===== src/php_pkg.sv =====
// ----------------------------------------------------------------------------
// Packet header parser package
// Result type, status codes and field widths shared by the parser files.
// ----------------------------------------------------------------------------
`default_nettype none

package php_pkg;

  localparam int unsigned TagW    = 6;
  localparam int unsigned LenW    = 32;
  localparam int unsigned HdrCntW = 3;
  localparam int unsigned StatusW = 2;

  localparam logic [StatusW-1:0] StatusOk      = 2'd0;
  localparam logic [StatusW-1:0] StatusReqBit  = 2'd1;
  localparam logic [StatusW-1:0] StatusPartial = 2'd2;

  // packed with tag in the low bits, matching the output tdata layout
  typedef struct packed {
    logic [StatusW-1:0] status;
    logic [HdrCntW-1:0] header_bytes;
    logic               new_format;
    logic               length_known;
    logic [LenW-1:0]    body_length;
    logic [TagW-1:0]    tag;
  } php_result_t;

  localparam int unsigned ResultW = $bits(php_result_t);
  localparam int unsigned OutDataW = ((ResultW + 7) / 8) * 8;

endpackage

`default_nettype wire


===== src/php_decoder.sv =====
// ----------------------------------------------------------------------------
// Packet header decoder
// Holds the header parse state and decodes one byte per step.
// ----------------------------------------------------------------------------
`default_nettype none

module php_decoder
  import php_pkg::*;
(
  input  wire logic        clk_i,
  input  wire logic        rst_ni,
  input  wire logic        step_i,
  input  wire logic [7:0]  data_byte_i,
  input  wire logic        begin_req_i,
  output logic             emit_o,
  output php_result_t      result_o
);

  typedef enum logic [1:0] {
    PH_IDLE,
    PH_NEWLEN,
    PH_SHIFT,
    PH_ADD
  } phase_e;

  phase_e             phase_q, phase_d;
  logic [2:0]         left_q, left_d;
  logic [LenW-1:0]    acc_q, acc_d;
  logic [TagW-1:0]    tag_q, tag_d;
  logic               fmt_q, fmt_d;
  logic [HdrCntW-1:0] cnt_q, cnt_d;

  logic [HdrCntW-1:0] cnt_inc;
  logic [LenW-1:0]    acc_sum;
  logic [LenW-1:0]    acc_shift;
  logic [2:0]         left_dec;
  logic [TagW-1:0]    old_tag;

  assign cnt_inc   = cnt_q + 3'd1;
  assign acc_sum   = acc_q + {24'd0, data_byte_i};
  assign acc_shift = {acc_q[23:0], data_byte_i};
  assign left_dec  = (left_q == 3'd0) ? 3'd0 : left_q - 3'd1;
  assign old_tag   = {2'b00, data_byte_i[5:2]};

  always_comb begin
    phase_d  = phase_q;
    left_d   = left_q;
    acc_d    = acc_q;
    tag_d    = tag_q;
    fmt_d    = fmt_q;
    cnt_d    = cnt_q;
    emit_o   = 1'b0;
    result_o = '0;
    if (step_i) begin
      if (begin_req_i) begin
        cnt_d = 3'd1;
        acc_d = '0;
        if (!data_byte_i[7]) begin
          emit_o                = 1'b1;
          result_o.header_bytes = 3'd1;
          result_o.status       = StatusReqBit;
        end else if (data_byte_i[6]) begin
          fmt_d   = 1'b1;
          tag_d   = data_byte_i[5:0];
          phase_d = PH_NEWLEN;
          left_d  = 3'd1;
        end else begin
          fmt_d   = 1'b0;
          tag_d   = old_tag;
          phase_d = PH_SHIFT;
          unique case (data_byte_i[1:0])
            2'd0: left_d = 3'd1;
            2'd1: left_d = 3'd2;
            2'd2: left_d = 3'd4;
            default: begin
              // indeterminate length: header is the single byte
              emit_o                = 1'b1;
              result_o.tag          = old_tag;
              result_o.header_bytes = 3'd1;
              result_o.status       = StatusOk;
            end
          endcase
        end
      end else if (phase_q != PH_IDLE) begin
        cnt_d                 = cnt_inc;
        result_o.tag          = tag_q;
        result_o.header_bytes = cnt_inc;
        unique case (phase_q)
          PH_NEWLEN: begin
            priority if (data_byte_i < 8'd192) begin
              emit_o                = 1'b1;
              result_o.body_length  = {24'd0, data_byte_i};
              result_o.length_known = 1'b1;
              result_o.new_format   = 1'b1;
              result_o.status       = StatusOk;
            end else if (data_byte_i < 8'd224) begin
              // two-octet form: ((b1 - 192) << 8) + 192, b2 added next
              acc_d   = {19'd0, data_byte_i[4:0], 8'hC0};
              left_d  = 3'd1;
              phase_d = PH_ADD;
            end else if (data_byte_i == 8'hFF) begin
              acc_d   = '0;
              left_d  = 3'd4;
              phase_d = PH_SHIFT;
            end else begin
              emit_o              = 1'b1;
              result_o.new_format = 1'b1;
              result_o.status     = StatusPartial;
            end
          end
          PH_ADD: begin
            acc_d                 = acc_sum;
            emit_o                = 1'b1;
            result_o.body_length  = acc_sum;
            result_o.length_known = 1'b1;
            result_o.new_format   = fmt_q;
            result_o.status       = StatusOk;
          end
          default: begin
            acc_d  = acc_shift;
            left_d = left_dec;
            if (left_dec == 3'd0) begin
              emit_o                = 1'b1;
              result_o.body_length  = acc_shift;
              result_o.length_known = 1'b1;
              result_o.new_format   = fmt_q;
              result_o.status       = StatusOk;
            end
          end
        endcase
      end
      if (emit_o) begin
        phase_d = PH_IDLE;
        left_d  = 3'd0;
      end
    end
  end

  always_ff @(posedge clk_i or negedge rst_ni) begin
    if (!rst_ni) begin
      phase_q <= PH_IDLE;
      left_q  <= 3'd0;
      acc_q   <= '0;
      tag_q   <= '0;
      fmt_q   <= 1'b0;
      cnt_q   <= '0;
    end else begin
      phase_q <= phase_d;
      left_q  <= left_d;
      acc_q   <= acc_d;
      tag_q   <= tag_d;
      fmt_q   <= fmt_d;
      cnt_q   <= cnt_d;
    end
  end

endmodule

`default_nettype wire


===== src/packet_header_parser_core.sv =====
// ----------------------------------------------------------------------------
// Packet header parser core
//
// Input stream s_axis: one header byte per transfer in tdata, tuser set on
// the first byte of a header (restarts the parser, abandoning any header in
// progress). Bytes without tuser while no header is open are dropped.
// Output stream m_axis: one transfer per completed header with tag, body
// length, flags, header byte count and status; malformed headers (bit 7
// clear, partial-length octet) also give one transfer with an error status.
// Throughput is one byte per cycle while m_axis does not stall. The byte
// that completes the header is registered in the input register, then
// decoded into the result register, from which the result leaves. When
// m_axis stalls, the result holds and the input register keeps its byte;
// s_axis tready drops only while both stages are full and the output is
// not taken. Reset clears both stages and returns the parser to the idle
// state, waiting for a header byte.
// ----------------------------------------------------------------------------
`default_nettype none

module packet_header_parser_core
  import php_pkg::*;
(
  input  wire logic                clk_i,
  input  wire logic                rst_ni,
  input  wire logic                s_axis_tvalid_i,
  output logic                     s_axis_tready_o,
  input  wire logic [7:0]          s_axis_tdata_i,   // data_byte
  input  wire logic                s_axis_tuser_i,   // begin_req
  output logic                     m_axis_tvalid_o,
  input  wire logic                m_axis_tready_i,
  // tag[5:0], body_length[37:6], length_known[38], new_format[39],
  // header_bytes[42:40], status[44:43], zero pad[47:45]
  output logic [OutDataW-1:0]      m_axis_tdata_o
);

  logic        in_valid_q;
  logic [7:0]  in_byte_q;
  logic        in_begin_q;
  logic        advance;
  logic        emit;
  php_result_t result;
  logic        out_valid_q, out_valid_d;
  php_result_t out_data_q;

  assign advance         = in_valid_q && (!out_valid_q || m_axis_tready_i);
  assign s_axis_tready_o = !in_valid_q || advance;

  always_ff @(posedge clk_i or negedge rst_ni) begin
    if (!rst_ni) begin
      in_valid_q <= 1'b0;
    end else if (s_axis_tready_o) begin
      in_valid_q <= s_axis_tvalid_i;
    end
  end

  always_ff @(posedge clk_i) begin
    if (s_axis_tready_o && s_axis_tvalid_i) begin
      in_byte_q  <= s_axis_tdata_i;
      in_begin_q <= s_axis_tuser_i;
    end
  end

  php_decoder u_decoder (
    .clk_i       (clk_i),
    .rst_ni      (rst_ni),
    .step_i      (advance),
    .data_byte_i (in_byte_q),
    .begin_req_i (in_begin_q),
    .emit_o      (emit),
    .result_o    (result)
  );

  always_comb begin
    out_valid_d = out_valid_q;
    if (advance) begin
      out_valid_d = emit;
    end else if (m_axis_tready_i) begin
      out_valid_d = 1'b0;
    end
  end

  always_ff @(posedge clk_i or negedge rst_ni) begin
    if (!rst_ni) begin
      out_valid_q <= 1'b0;
    end else begin
      out_valid_q <= out_valid_d;
    end
  end

  always_ff @(posedge clk_i) begin
    if (advance && emit) begin
      out_data_q <= result;
    end
  end

  assign m_axis_tvalid_o = out_valid_q;
  assign m_axis_tdata_o  = {{(OutDataW - ResultW){1'b0}}, out_data_q};

endmodule

`default_nettype wire


===== config.mk =====
export PLATFORM = sky130hd
export DESIGN_NAME = packet_header_parser_core
export DESIGN_NICKNAME = d
export VERILOG_FILES = /design/src/php_pkg.sv /design/src/php_decoder.sv /design/src/packet_header_parser_core.sv
export SDC_FILE = /design/constraint.sdc
export NUM_CORES = 1
export LEC_CHECK = 0
export ABC_AREA = 1
export BUFFER_PORTS_ARGS = -buffer_cell sky130_fd_sc_hd__buf_2
export CAP_MARGIN = 20
export CELL_PAD_IN_SITES_DETAIL_PLACEMENT = 1
export CELL_PAD_IN_SITES_GLOBAL_PLACEMENT = 2
export CORE_MARGIN = 2
export CORE_UTILIZATION = 35
export DETAILED_ROUTE_END_ITERATION = 10
export PLACE_DENSITY = 0.81
export SYNTH_ARGS = -nofsm -noshare
export SYNTH_HDL_FRONTEND = slang
export SYNTH_SLANG_ARGS = --single-unit

===== constraint.sdc =====
create_clock -name clk_i -period 4.5 [get_ports clk_i]
set_input_delay 0.225 -clock clk_i [delete_from_list [all_inputs] [get_ports clk_i]]
set_output_delay 0.225 -clock clk_i [all_outputs]
set_load 0.01 [all_outputs]

==> impl_metrics.py <==
metrics = {
    "status": {
        "status": "complete, no violations",
    },
    "synthesis": {
        "synth.top_cell.area_share": 0.265,
        "syn_avg_cell_area_um2": 7.55,
        "async_flop_share": 0.476,
        "yosysSeqAreaShare": 0.465,
        "synthTopCellsByArea": "edfxtp_1 26%, dfrtp_1 20%, nand2_1 16%, nand3_1 8.0%, inv_1 5.3%",
        "ys_warn_count": 0,
        "synthCells": 811,
        "synth_cell_types": 37,
        "netlist_area_um2": 6120,
        "synth_seq_cells": 103,
        "synth_top_cell_by_area": "edfxtp_1",
        "synth_edf_count": 54,
        "yosys_most_used_dff": "edfxtp_1",
    },
    "timing": {
        "fin_skew_ns": 0.0106,
        "slew_violations": 0,
        "setup_viol": 0,
        "period_needed_ns": 2.88,
        "setup-tns-final_ns": 0,
        "slew_headroom": 0.341,
        "fmaxAchievable_mhz": 347,
        "rsz0062_at_grt": "no",
        "worst_slew_pin_slew_ns": 0.989,
        "setup_ws_ns": 1.62,
        "fin_crit_sh": 0.641,
        "hold_viol": 0,
    },
    "clocking": {
        "post_cts_buffers": 0,
        "root_buffer": "clkbuf_16",
        "cts_num_sinks": 103,
        "cts_buffers": 9,
        "htreeDepth": 3,
        "clkLatencyLatePin_ns": 0.36,
        "cts_tree": "yes",
        "postCtsHoldBufs": 0,
        "path_clk_slew_ns": 0.08,
        "cts_buffer_depth": 2,
        "post_cts_resized": 0,
    },
    "finish": {
        "syn_to_final_growth_pct": 12.3,
        "final_layout_size_suffix_gt1_frac": 0.126,
        "nNetsFinal": 882,
        "utilization": 0.401,
        "final_cell_mix": "263 x nand2_1, 98 x nand3_1, 86 x inv_1",
        "mostFrequentLayoutCell": "nand2_1",
        "nFillCells": 2151,
        "diodes": 0,
    },
    "placement": {
        "hpwlAfterDp_um": 15100,
        "dp_slack_ns": 1.62,
        "gp_congestion": 0.857,
        "port_buffers": 59,
    },
    "power": {
        "power_switching_w": 0.00166,
        "peakVddDrop_v": 0.000193,
        "cellLeakagePower_nw": 3.15,
        "seq_power_share": 0.405,
        "combPwrFrac": 0.374,
        "swShare": 0.440,
        "power_frac_clock": 0.221,
        "powerDensity_nw_per_um2": 549,
        "cellInternalPower_w": 0.00211,
    },
    "floorplan": {
        "die_area_um2": 18600,
        "die_x_um": 136,
        "core_area_um2": 17200,
        "num_rows": 48,
        "pin_count": 63,
        "die_y_um": 136,
        "start_util": 0.357,
    },
    "routing": {
        "drc": 0,
        "routedWlPerCell_um": 19.0,
        "viasPerCell": 5.28,
        "firstDrtPassIters": 5,
        "finalWirelength_um": 20600,
        "first_iter_violations": 282,
        "vias": 5724,
        "postRouteAntennaNets": 0,
    },
    "critical_path": {
        "cp_max_fo": 27,
        "worstSetupPathType": "reg2reg",
        "cp_data_required_time_ns": 4.52,
        "start_kind": "flip-flop",
        "cp-end-kind": "flip-flop",
        "critPathArrivalTime_ns": 2.91,
    },
    "grt": {
        "grt_pass1_wl_um": 33100,
        "grt_max_degree": 50,
        "antenna_found_initial": 0,
        "grt_pass1_vias": 5991,
        "grt_use_total": 0.236,
        "grt_overflow": 0,
    },
    "worst_hold_path": {
        "hp-class": "in2async",
    },
    "job": {
        "maxCapViolCount": 0,
    },
}
## worst paths after layout
kind	start	to	slack, ns	depth (start not counted)
max	u_decoder.phase_q[0]	m_axis_tdata_o[34]	1.62	7
min	rst_ni	u_decoder.cnt_q[2]	0.003	2
max reg2reg	u_decoder.phase_q[0]	m_axis_tdata_o[34]	1.62	7
min reg2reg	u_decoder.tag_q[1]	u_decoder.tag_q[1]	0.50	1
max in group asynchronous	rst_ni	u_decoder.phase_q[0]	3.99	2
min in group clk_i	s_axis_tdata_i[4]	in_byte_q[4]	0.04	1
## metrics by stage
stage	instances	hold slack [ns]	area, µm²	power (W)
2_1_floorplan	813	-0.0706	6130	0.00242
3_3_place_gp	1067	0.403	6570	0.00289
3_5_place_dp	1068	0.404	6580	0.00295
4_1_cts	1084	0.0277	6880	0.00379
5_1_grt	1084	0.0336	6880	0.00403
6_report	1084	0.00314	6880	0.00377
## cell type report
class | count | area (µm²) | area share
multi-input combinational | 579 | 2750 | 0.399
tap | 225 | 282 | 0.0409
inverter | 97 | 364 | 0.0529
clock inverter | 7 | 77.6 | 0.0113
sequential | 103 | 2850 | 0.414
clock buffer | 9 | 225 | 0.0327
timing repair buffer | 64 | 337 | 0.0489
## critical path, cell delays in order, from the launching register on
cell and delay, ns:
dfrtp_1 0.99, inv_1 0.13, nand2_1 0.13, nand3_1 0.08, nand2_1 0.07, nand2_2 0.14, nor2_4 0.53, buf_4 0.45
## sequential cells by signal, summed over array words and instances (netlist names)
name,cells
m_axis_tdata_o,45
in_byte_q,8
u_decoder.phase_q,2
u_decoder.left_q,3
in_valid_q,1
u_decoder.cnt_q,3
u_decoder.fmt_q,1
m_axis_tvalid_o,1
u_decoder.acc_q,32
in_begin_q,1
u_decoder.tag_q,6
## logic make-up (layout without fill, tap and decap cells)
kind of cell             Yosys count  count (layout)  synth area share
flip-flops                       103             103             0.465
AND/OR/NAND/NOR                  446             446             0.312
AO/OA/AOI/OAI                    114             114             0.101
other                              1               3          0.000612
buffers and inverters            131             177            0.0889
adder cells (fa/ha/maj)           15              15            0.0319
XOR/XNOR                           1               1           0.00143
## power groups by stage
stage | combinational (W) | clock (W) | sequential [W]
2_1_floorplan | 0.000967 | 0 | 0.00145
3_5_place_dp | 0.00141 | 0 | 0.00154
3_3_place_gp | 0.00136 | 0 | 0.00154
4_1_cts | 0.00142 | 0.000848 | 0.00153
5_1_grt | 0.00159 | 0.000886 | 0.00156
6_report | 0.00141 | 0.000833 | 0.00153
## routing by layer
layer	global-route usage	vias up	wire length, µm
met3	0.0295	29	667
met5	0	-	0
met1	0.323	2841	9690
met4	0.0706	0	414
li1	-	2736	-
met2	0.390	118	9800
## synth_stat cells, types with 4 or more instances
| cell | instances |
|---|---|
| a21oi_1 | 47 |
| buf_2 | 18 |
| buf_4 | 4 |
| clkbuf_1 | 9 |
| dfrtp_1 | 49 |
| edfxtp_1 | 54 |
| ha_1 | 14 |
| inv_1 | 86 |
| inv_2 | 11 |
| nand2_1 | 263 |
| nand2_2 | 4 |
| nand3_1 | 98 |
| nand3b_1 | 6 |
| nand4_1 | 5 |
| nor2_1 | 43 |
| nor2_2 | 5 |
| nor3_1 | 11 |
| o211ai_1 | 4 |
| o21ai_0 | 33 |
| o21ai_1 | 18 |
| or2_2 | 4 |
(Power assumes the default switching activity.)
